**config.mk**
```make
export PLATFORM = sky130hd
export DESIGN_NAME = half_single_float_converter_flat
export DESIGN_NICKNAME = d
export VERILOG_FILES = /design/src/hdl/hsfc_pkg.sv /design/src/hdl/hsfc_if.sv /design/src/hdl/half_single_float_converter.sv /design/src/flat_wrapper.sv
export SDC_FILE = /design/constraint.sdc
export NUM_CORES = 1
export LEC_CHECK = 0
export ABC_AREA = 0
export ABC_CLOCK_PERIOD_IN_PS = 4100
export BUFFER_PORTS_ARGS = -buffer_cell sky130_fd_sc_hd__buf_2
export CAP_MARGIN = 20
export CELL_PAD_IN_SITES_DETAIL_PLACEMENT = 1
export CELL_PAD_IN_SITES_GLOBAL_PLACEMENT = 1
export CORE_UTILIZATION = 48
export DETAILED_ROUTE_END_ITERATION = 8
export PLACE_DENSITY_LB_ADDON = 0.1
export SLEW_MARGIN = 0
export SYNTH_ARGS = -nofsm -noshare
export SYNTH_HDL_FRONTEND = slang
export SYNTH_SLANG_ARGS = --single-unit
```
**constraint.sdc**
```tcl
create_clock -name clk -period 4.1 [get_ports clk]
set_input_delay 0.615 -clock clk [delete_from_list [all_inputs] [get_ports clk]]
set_output_delay 0.615 -clock clk [all_outputs]
set_load 0.05 [all_outputs]
```
**src/hdl/hsfc_pkg.sv**
```systemverilog
// Package for the half/single float converter.
// Holds request codes and shared constants; no dependencies.
package hsfc_pkg;

  typedef enum logic {
    REQ_S2H = 1'b0,
    REQ_H2S = 1'b1
  } req_type_t;

  localparam logic [15:0] HALF_INF      = 16'h7C00;
  localparam logic [7:0]  SINGLE_EXP_MAX = 8'hFF;
  localparam logic [4:0]  HALF_EXP_MAX  = 5'h1F;

endpackage

```
**src/hdl/hsfc_if.sv**
```systemverilog
// Valid/ready channel interfaces for the converter.
// Depends on nothing; request and result channels.
interface hsfc_req_if;
  logic        valid;
  logic        ready;
  logic        req_type;
  logic [31:0] operand_bits;
  modport source (output valid, req_type, operand_bits, input ready);
  modport sink (input valid, req_type, operand_bits, output ready);
endinterface

interface hsfc_res_if;
  logic        valid;
  logic        ready;
  logic [31:0] result_bits;
  modport source (output valid, result_bits, input ready);
  modport sink (input valid, result_bits, output ready);
endinterface

```
**src/hdl/half_single_float_converter.sv**
```systemverilog
// Half/single float converter: three stages, one transfer per unstalled cycle.
// Depends on hsfc_pkg and the channel interfaces in hsfc_if.sv.
//
// Each request converts single to half (req_type 0) or half to single
// (req_type 1); exactly one result follows, in order. A result is offered once
// its request has passed the three register stages, and a new request is
// taken every cycle while the result side accepts: stage 1 finds the position
// of the leading one in the half fraction, stage 2 decodes both formats and
// shifts, stage 3 adds the rounding increment and selects the result. The
// whole pipeline advances whenever its last stage is empty or taken, so a
// stalled result side stalls the input.
module half_single_float_converter (
  input logic clk,
  input logic rst,
  hsfc_req_if.sink   req,
  hsfc_res_if.source res
);
  import hsfc_pkg::*;

  logic advance;
  logic v1, v2, v3;

  // Stage 1 registers.
  logic        t1;
  logic [31:0] op1;
  logic [3:0]  p1;
  logic [3:0]  p_next;

  // Stage 2 registers.
  logic        t2;
  logic [15:0] s2h_base;
  logic        s2h_round;
  logic [31:0] h2s_res;

  // Stage 3 register.
  logic [31:0] out3;

  assign advance = !v3 || res.ready;
  assign req.ready = advance;
  assign res.valid = v3;
  assign res.result_bits = out3;

  // Valid bits travel with the data.
  always_ff @(posedge clk) begin
    if (rst) begin
      v1 <= 1'b0;
      v2 <= 1'b0;
      v3 <= 1'b0;
    end else if (advance) begin
      v1 <= req.valid;
      v2 <= v1;
      v3 <= v2;
    end
  end

  // Stage 1: position of the leading one in the half fraction.
  always_comb begin
    p_next = 4'd0;
    for (int i = 0; i < 10; i++) begin
      if (req.operand_bits[i]) p_next = 4'(i);
    end
  end

  always_ff @(posedge clk) begin
    if (advance) begin
      t1  <= req.req_type;
      op1 <= req.operand_bits;
      p1  <= p_next;
    end
  end

  // Stage 2 combinational work: both directions computed.
  logic [7:0]  se;
  logic [22:0] sf;
  logic [4:0]  ee;
  logic [7:0]  shift;
  logic [23:0] mant;
  logic [15:0] b_next;
  logic        rb_next;
  logic [4:0]  he;
  logic [9:0]  hf;
  logic [7:0]  hexp;
  logic [9:0]  hfrac;

  always_comb begin
    se = op1[30:23];
    sf = op1[22:0];
    ee = 5'(se - 8'd112);
    shift = 8'd126 - se;
    mant = {1'b1, sf};
    b_next = 16'h0000;
    rb_next = 1'b0;
    if (se == 8'd0) begin
      b_next = {op1[31], 15'd0};
    end else if (se == SINGLE_EXP_MAX) begin
      if (sf == 23'd0) b_next = {op1[31], 15'd0} | HALF_INF;
      else b_next = {6'd0, sf[22:13]} | HALF_INF;
    end else if (se >= 8'd143) begin
      b_next = {op1[31], 15'd0} | HALF_INF;
    end else if (se <= 8'd112) begin
      if (shift > 8'd24) begin
        b_next = {op1[31], 15'd0};
      end else begin
        b_next = {op1[31], 15'd0} | 16'(mant >> shift[4:0]);
        rb_next = mant[5'(shift[4:0] - 5'd1)];
      end
    end else begin
      b_next = {op1[31], ee, sf[22:13]};
      rb_next = sf[12];
    end
  end

  always_comb begin
    he = op1[14:10];
    hf = op1[9:0];
    hexp = {3'd0, he} + 8'd112;
    hfrac = hf;
    if (he == 5'd0) begin
      if (hf != 10'd0) begin
        hexp = 8'd103 + {4'd0, p1};
        hfrac = hf << (4'd10 - p1);
      end else begin
        hexp = 8'd0;
      end
    end else if (he == HALF_EXP_MAX) begin
      hexp = SINGLE_EXP_MAX;
    end
  end

  always_ff @(posedge clk) begin
    if (advance) begin
      t2 <= t1;
      s2h_base <= b_next;
      s2h_round <= rb_next;
      h2s_res <= {op1[15], hexp, hfrac, 13'd0};
    end
  end

  // Stage 3: rounding increment and result select.
  always_ff @(posedge clk) begin
    if (advance) begin
      if (t2 == REQ_H2S) out3 <= h2s_res;
      else out3 <= {16'd0, s2h_base + {15'd0, s2h_round}};
    end
  end

  a_res_stable: assert property (@(posedge clk) disable iff (rst)
    v3 && !res.ready |=> v3 && $stable(out3))
    else $error("result changed while stalled");
  a_half_upper: assert property (@(posedge clk) disable iff (rst)
    advance && v2 && t2 == REQ_S2H |=> out3[31:16] == 16'd0)
    else $error("half result has upper bits set");
  a_flow: assert property (@(posedge clk) disable iff (rst)
    advance && v2 |=> v3)
    else $error("item lost between stages");
endmodule
```
**src/flat_wrapper.sv**
```systemverilog
// flat-port wrapper written by rule: the top's interface ports become plain ports
module half_single_float_converter_flat import hsfc_pkg::*;
  (clk, rst, req_valid, req_req_type, req_operand_bits, req_ready, res_valid, res_result_bits, res_ready);
  hsfc_req_if req_i ();
  hsfc_res_if res_i ();
  input logic clk;
  input logic rst;
  input wire logic [$bits(req_i.valid)-1:0] req_valid;
  input wire logic [$bits(req_i.req_type)-1:0] req_req_type;
  input wire logic [$bits(req_i.operand_bits)-1:0] req_operand_bits;
  output wire logic [$bits(req_i.ready)-1:0] req_ready;
  output wire logic [$bits(res_i.valid)-1:0] res_valid;
  output wire logic [$bits(res_i.result_bits)-1:0] res_result_bits;
  input wire logic [$bits(res_i.ready)-1:0] res_ready;
  assign req_i.valid = req_valid;
  assign req_i.req_type = req_req_type;
  assign req_i.operand_bits = req_operand_bits;
  assign req_ready = req_i.ready;
  assign res_valid = res_i.valid;
  assign res_result_bits = res_i.result_bits;
  assign res_i.ready = res_ready;
  half_single_float_converter u_core (.clk(clk), .rst(rst), .req(req_i), .res(res_i));
endmodule
```
Word-level counts from Yosys, hierarchy flattened:

Cells that the tools add are included.

* add/sub/neg operators: 7
* $mul: 0
* divide/modulo/power cells: 0
* $lt $le $gt $ge: 4
* equal/unequal tests: 2
* shifts and indexed selects: 2
* multiplexer cells: 24
* bitwise gates (word level): 1
* reduce and logical (&&, ||, !) cells: 8

Operators with widths (count)
* 16-bit two-way mux: 7
* 8-bit two-way mux: 3
* 24-bit by 5-bit >> shifter with 16-bit output: 1
* 23-bit zero test: 1
* 10-bit two-way mux: 2
* 16-bit by 1-bit adder with 16-bit output: 1
* 16-bit bitwise OR: 1
* 3-bit two-way mux: 4
* 10-bit nonzero test: 1
* 10-bit by 4-bit << shifter with 10-bit output: 1
* 5-bit by 7-bit adder with 8-bit output (second input constant): 1
* 7-bit by 4-bit adder with 8-bit output (first input constant): 1
* 8-bit == test (second input constant): 1
* 8-bit >= comparator (second input constant): 1
* 8-bit by 5-bit > comparator with 1-bit output (second input constant): 1
* 8-bit by 7-bit <= comparator with 1-bit output (second input constant): 1
* 8-bit zero test: 1
* 7-bit by 8-bit subtractor with 8-bit output (first input constant): 1
* 5-bit by 6-bit < comparator with 1-bit output (second input constant): 1
* 1-bit binary-select mux with 5-bit select: 1
* 5-bit == test (second input constant): 1
* 5-bit zero test: 1
* 1-bit two-way mux: 5
* 5-bit by 1-bit subtractor with 5-bit output (second input constant): 1
* other kinds (7): 8

* bits in registers: 109
* latch bits: 0
* bits in writable memories: 0
* bits in read-only memories: 0
* input port bits: 37
* output and inout port bits: 34
* word-level logic and storage cells: 63
* memories kept: 0

Longest topological paths before layout:

* depth in word-level cells: 8
* gate-level depth with buffers: 12
* gate-level depth less buffers: 7

Least setup slack after synthesis:

Ideal clock, no wire load.

* kind: register to output
* start: register u_core.v3 (netlist: u_core.res.valid)
* end: output req_ready
* data arrival time: 3036 ps
* required time: 3485 ps
* slack: 449 ps
* stages on the path, launching flop included: 3
* path buffers: 0
* path through: dfxtp_1 nor2b_1 inv_1

* longest elaborated chain between the ends: 2

RTL lines
* from (decl): RTL line half_single_float_converter.sv:21 `logic v1, v2, v3;`
* from (signal assigned): RTL line half_single_float_converter.sv:52 `v3 <= v2;`
* 1-bit zero test: RTL line half_single_float_converter.sv:38 `assign advance = !v3 || res.ready;`
* 1-bit logical OR: RTL line half_single_float_converter.sv:38
* to (decl): RTL line flat_wrapper.sv:11 `output wire logic [$bits(req_i.ready)-1:0] req_ready;`

No other way between the ends.

Worst setup path in the final report:

* start: register u_core.op1[23]
* end: register u_core.s2h_base[3] (data pin)

* longest elaborated chain between the ends: 7
* elaborated cells on any way between the ends: 12
* classes of those cells: 1 x add/sub; 3 x order compare; 1 x eq/ne; 1 x shift; 4 x mux; 1 x bitwise; 1 x reduce/logical

RTL lines
* from (decl): RTL line half_single_float_converter.sv:25 `logic [31:0] op1;`
* from (signal assigned): RTL line half_single_float_converter.sv:67 `op1 <= req.operand_bits;`
* 7-bit by 8-bit subtractor with 8-bit output: RTL line half_single_float_converter.sv:89 `shift = 8'd126 - se;`
* 24-bit by 5-bit >> shifter with 16-bit output: RTL line half_single_float_converter.sv:104 `b_next = {op1[31], 15'd0} | 16'(mant >> shift[4:0]);`
* 16-bit bitwise OR: RTL line half_single_float_converter.sv:104
* 16-bit two-way mux: RTL line half_single_float_converter.sv:101 `if (shift > 8'd24) begin`
* 16-bit two-way mux: RTL line half_single_float_converter.sv:100 `end else if (se <= 8'd112) begin`
* 16-bit two-way mux: RTL line half_single_float_converter.sv:98 `end else if (se >= 8'd143) begin`
* 16-bit two-way mux: RTL line half_single_float_converter.sv:95 `end else if (se == SINGLE_EXP_MAX) begin`
* to (signal assigned): RTL line half_single_float_converter.sv:133 `s2h_base <= b_next;`
* to (decl): RTL line half_single_float_converter.sv:31 `logic [15:0] s2h_base;`

Several ways; a longest one is shown, not always the timed one.
A chain may end at the register's enable or synchronous reset.

==> out/results.ini <==
[cts]
clkTransAtPathRegs_ps = 80
htree_levels = 3
post_cts_resized = 0
clock_sinks = 107
cts_tree = built
cts_buffers = 9
clock-root-buffer = clkbuf_16
clk_latency_ps = 360
cts-hold-fix-buffers = 0
clockBufferDepth = 2
post_cts_buffers = 0

[critical_path]
critPathLaunchType = flop
slowest_stage = ha_1
crit_fanout = 16
reg2reg_slack_ps = 940
worstPathCellList = clkinv_1 -> ha_1 -> buf_4 -> mux4_2 -> mux4_1 -> a221o_1
r2r-end = u_core.s2h_base[3]$_SDFFCE_PP0P_
critPathBufInv = 2
cp.depth = 6
path_delay_family = multiplexers
reg2reg_depth = 6
cp.required_ps = 4200
critPathCaptureType = flop
worstPathArrival_ps = 3260
r2r_start = u_core.op1[23]$_DFFE_PP_
slowest_delay_ps = 830
path_class = reg -> reg

[routing]
dr.max_layer_used = met4
met1_length_um = 6860
first_pass_iters = 5
wl_met3_um = 757
drt-wirelength-per-cell_um = 20.3
via_per_inst = 5.95
drc = 0
met2_length_um = 7560
routed_wirelength_um = 15500
vias = 4542
ant_nets = 0
first_iter_violations = 516

[worst_hold_path]
hold_start = req_operand_bits[24]
hold_path.class = in -> reg
whs_endpoint = u_core.op1[24]$_DFFE_PP_
min_path_cells = 1

[placed_design]
port_buffers = 70
post_dp_cell_area_mm2 = 0.00671
place.gp.congestion = 0.896
hpwl_um = 11300

[sta]
slew_headroom_pct = 33.4
tightest_slew_ps = 991
fin_skew_ps = 10.0
layout_min_cycle_time_ps = 3160
rsz0062_at_grt = no
final.setup.tns_ps = 0
fin_crit_sh_pct = 77.1
setup_violations = 0
slew_viol_final = 0
max_freq_ghz = 0.316
hold_viol = 0

[logic_synthesis]
syn_nets = 571
synth_ff_type = edfxtp_1
synth_cell_types = 63
synth_seq_cells = 107
seq_area_frac_synth_pct = 51.0
synthArstFlopShare_pct = 0
synth_edf_count = 104
syn-instance-count = 526
yosysWarnings = 0
syn_area_mm2 = 0.00624
syn_avg_cell_area_um2 = 11.9

[power_and_ir_drop]
leakage_nw = 2.79
power_density_mw_per_mm2 = 408
ir_drop_uv = 194

[layout]
drive_gt1_share_pct = 24.7
final_nets = 631
n_antenna_cell = 0
mostFrequentLayoutCell = edfxtp_1
syn2layout_area_growth_pct = 12.3
final_cell_mix = edfxtp_1 (104), buf_2 (70), nand2_1 (51)
final_cell_area_mm2 = 0.00701

[grt]
grt_overflow = 0
grt_pass1_vias = 4524
grt_start_max_net_pins = 55
grt_util_all_layers_pct = 24.8
grt_pass1_wl_um = 24600
antenna_found_initial = 0

[floorplan]
initial_utilization_pct = 49.2
io_pins = 71
core-area_mm2 = 0.0127
die_h_um = 116
die_w_um = 116
die_area_mm2 = 0.0135
rows = 41

[job]
drv_cap = 0

[outcome]
status = finished, final reports clean

==> worst max-delay path by stage <==
stage                                  start                               end  slack, ps
2_1_floorplan  u_core.res.valid$_SDFFE_PP0P_                         req_ready        450
3_3_place_gp        u_core.op1[23]$_DFFE_PP_  u_core.s2h_base[3]$_SDFFCE_PP0P_       1000
3_5_place_dp        u_core.op1[23]$_DFFE_PP_  u_core.s2h_base[3]$_SDFFCE_PP0P_        930
4_1_cts             u_core.op1[23]$_DFFE_PP_  u_core.s2h_base[3]$_SDFFCE_PP0P_        920
5_1_grt             u_core.op1[23]$_DFFE_PP_  u_core.s2h_base[3]$_SDFFCE_PP0P_        730
6_report            u_core.op1[23]$_DFFE_PP_  u_core.s2h_base[3]$_SDFFCE_PP0P_        940
==> sequential cells by signal, indices dropped and copies added, names as in the netlist <==
register                flops
u_core.res.valid            1
u_core.v1                   1
u_core.res.result_bits     31
u_core.p1                   4
u_core.v2                   1
u_core.op1                 32
u_core.s2h_base            16
u_core.h2s_res             18
u_core.s2h_round            1
u_core.t1                   1
u_core.t2                   1
==> routing by layer <==
layer | track usage (%) | vias up
met5 | 0 | -
met4 | 8.72 | 0
met2 | 41.2 | 167
met3 | 3.77 | 24
met1 | 33.2 | 2230
li1 | - | 2121
==> metrics by stage <==
step	hold slack, ps	cells	power, W	utilization (%)	setup slack, ps
floorplan	400	526	0.00185	-	449
global placement	418	747	0.00200	53.0	1000
detailed placement	421	747	0.00202	53.0	925
CTS	416	763	0.00288	55.3	917
global route	422	763	0.00297	55.3	728
finish	427	763	0.00286	55.3	940
==> cell families (layout without fill, tap and decap cells) <==
family	after synthesis	count (layout)	synth area share, %
and+or+nand+nor	171	171	13.7
adders and majority gates	8	8	1.60
xor gates and xnor gates	21	21	3.31
DFF	107	107	51.0
AOI/OAI and AO/OA	115	115	12.7
muxes	60	60	14.1
buffers and inverters	44	109	3.59
==> synthesized netlist by cell type, drive strengths merged (4+ instances only) <==
cell type,number,area (um^2)
a211oi,6,50.1
a21oi,29,145
a221o,6,60.1
a31oi,4,25.0
and2,18,113
and3,8,50.1
buf,14,111
clkbuf,18,67.6
edfxtp,104,3120
ha,8,100
inv,11,41.3
mux2,18,203
mux2i,22,220
mux4,20,454
nand2,51,191
nand3,14,75.1
nand4,4,25.0
nor2,38,143
nor2b,9,56.3
nor3,9,45.0
nor4,6,43.8
o211ai,6,63.8
o21a,5,37.5
o21ai,32,160
o21bai,6,45.0
o31ai,4,30.0
or3,4,25.0
xnor2,12,120
xor2,9,86.3
==> worst register-to-register path: cells and delay by family (launching register included) <==
kind	cells	cell delay, ps
mux	2	870
flops	1	350
compound gates	1	330
fa+ha+maj	1	830
buf+inv	2	550
==> layout make-up <==
class	count	area [um^2]
clock inverter	5	62.6
sequential	107	3180
tap	172	215
clock buffer	11	233
inverter	12	47.5
timing repair buffer	81	433
fill	1359	5660
multi-input combinational	375	2830
==> where the power goes <==
part | leakage (nW) | switching (W) | internal [W] | total, W
registers | 1.17 | 0.0000838 | 0.00130 | 0.00138
logic | 1.48 | 0.000377 | 0.000238 | 0.000615
clock network | 0.142 | 0.000387 | 0.000478 | 0.000866
No activity file was read; power rests on OpenSTA's default activity.
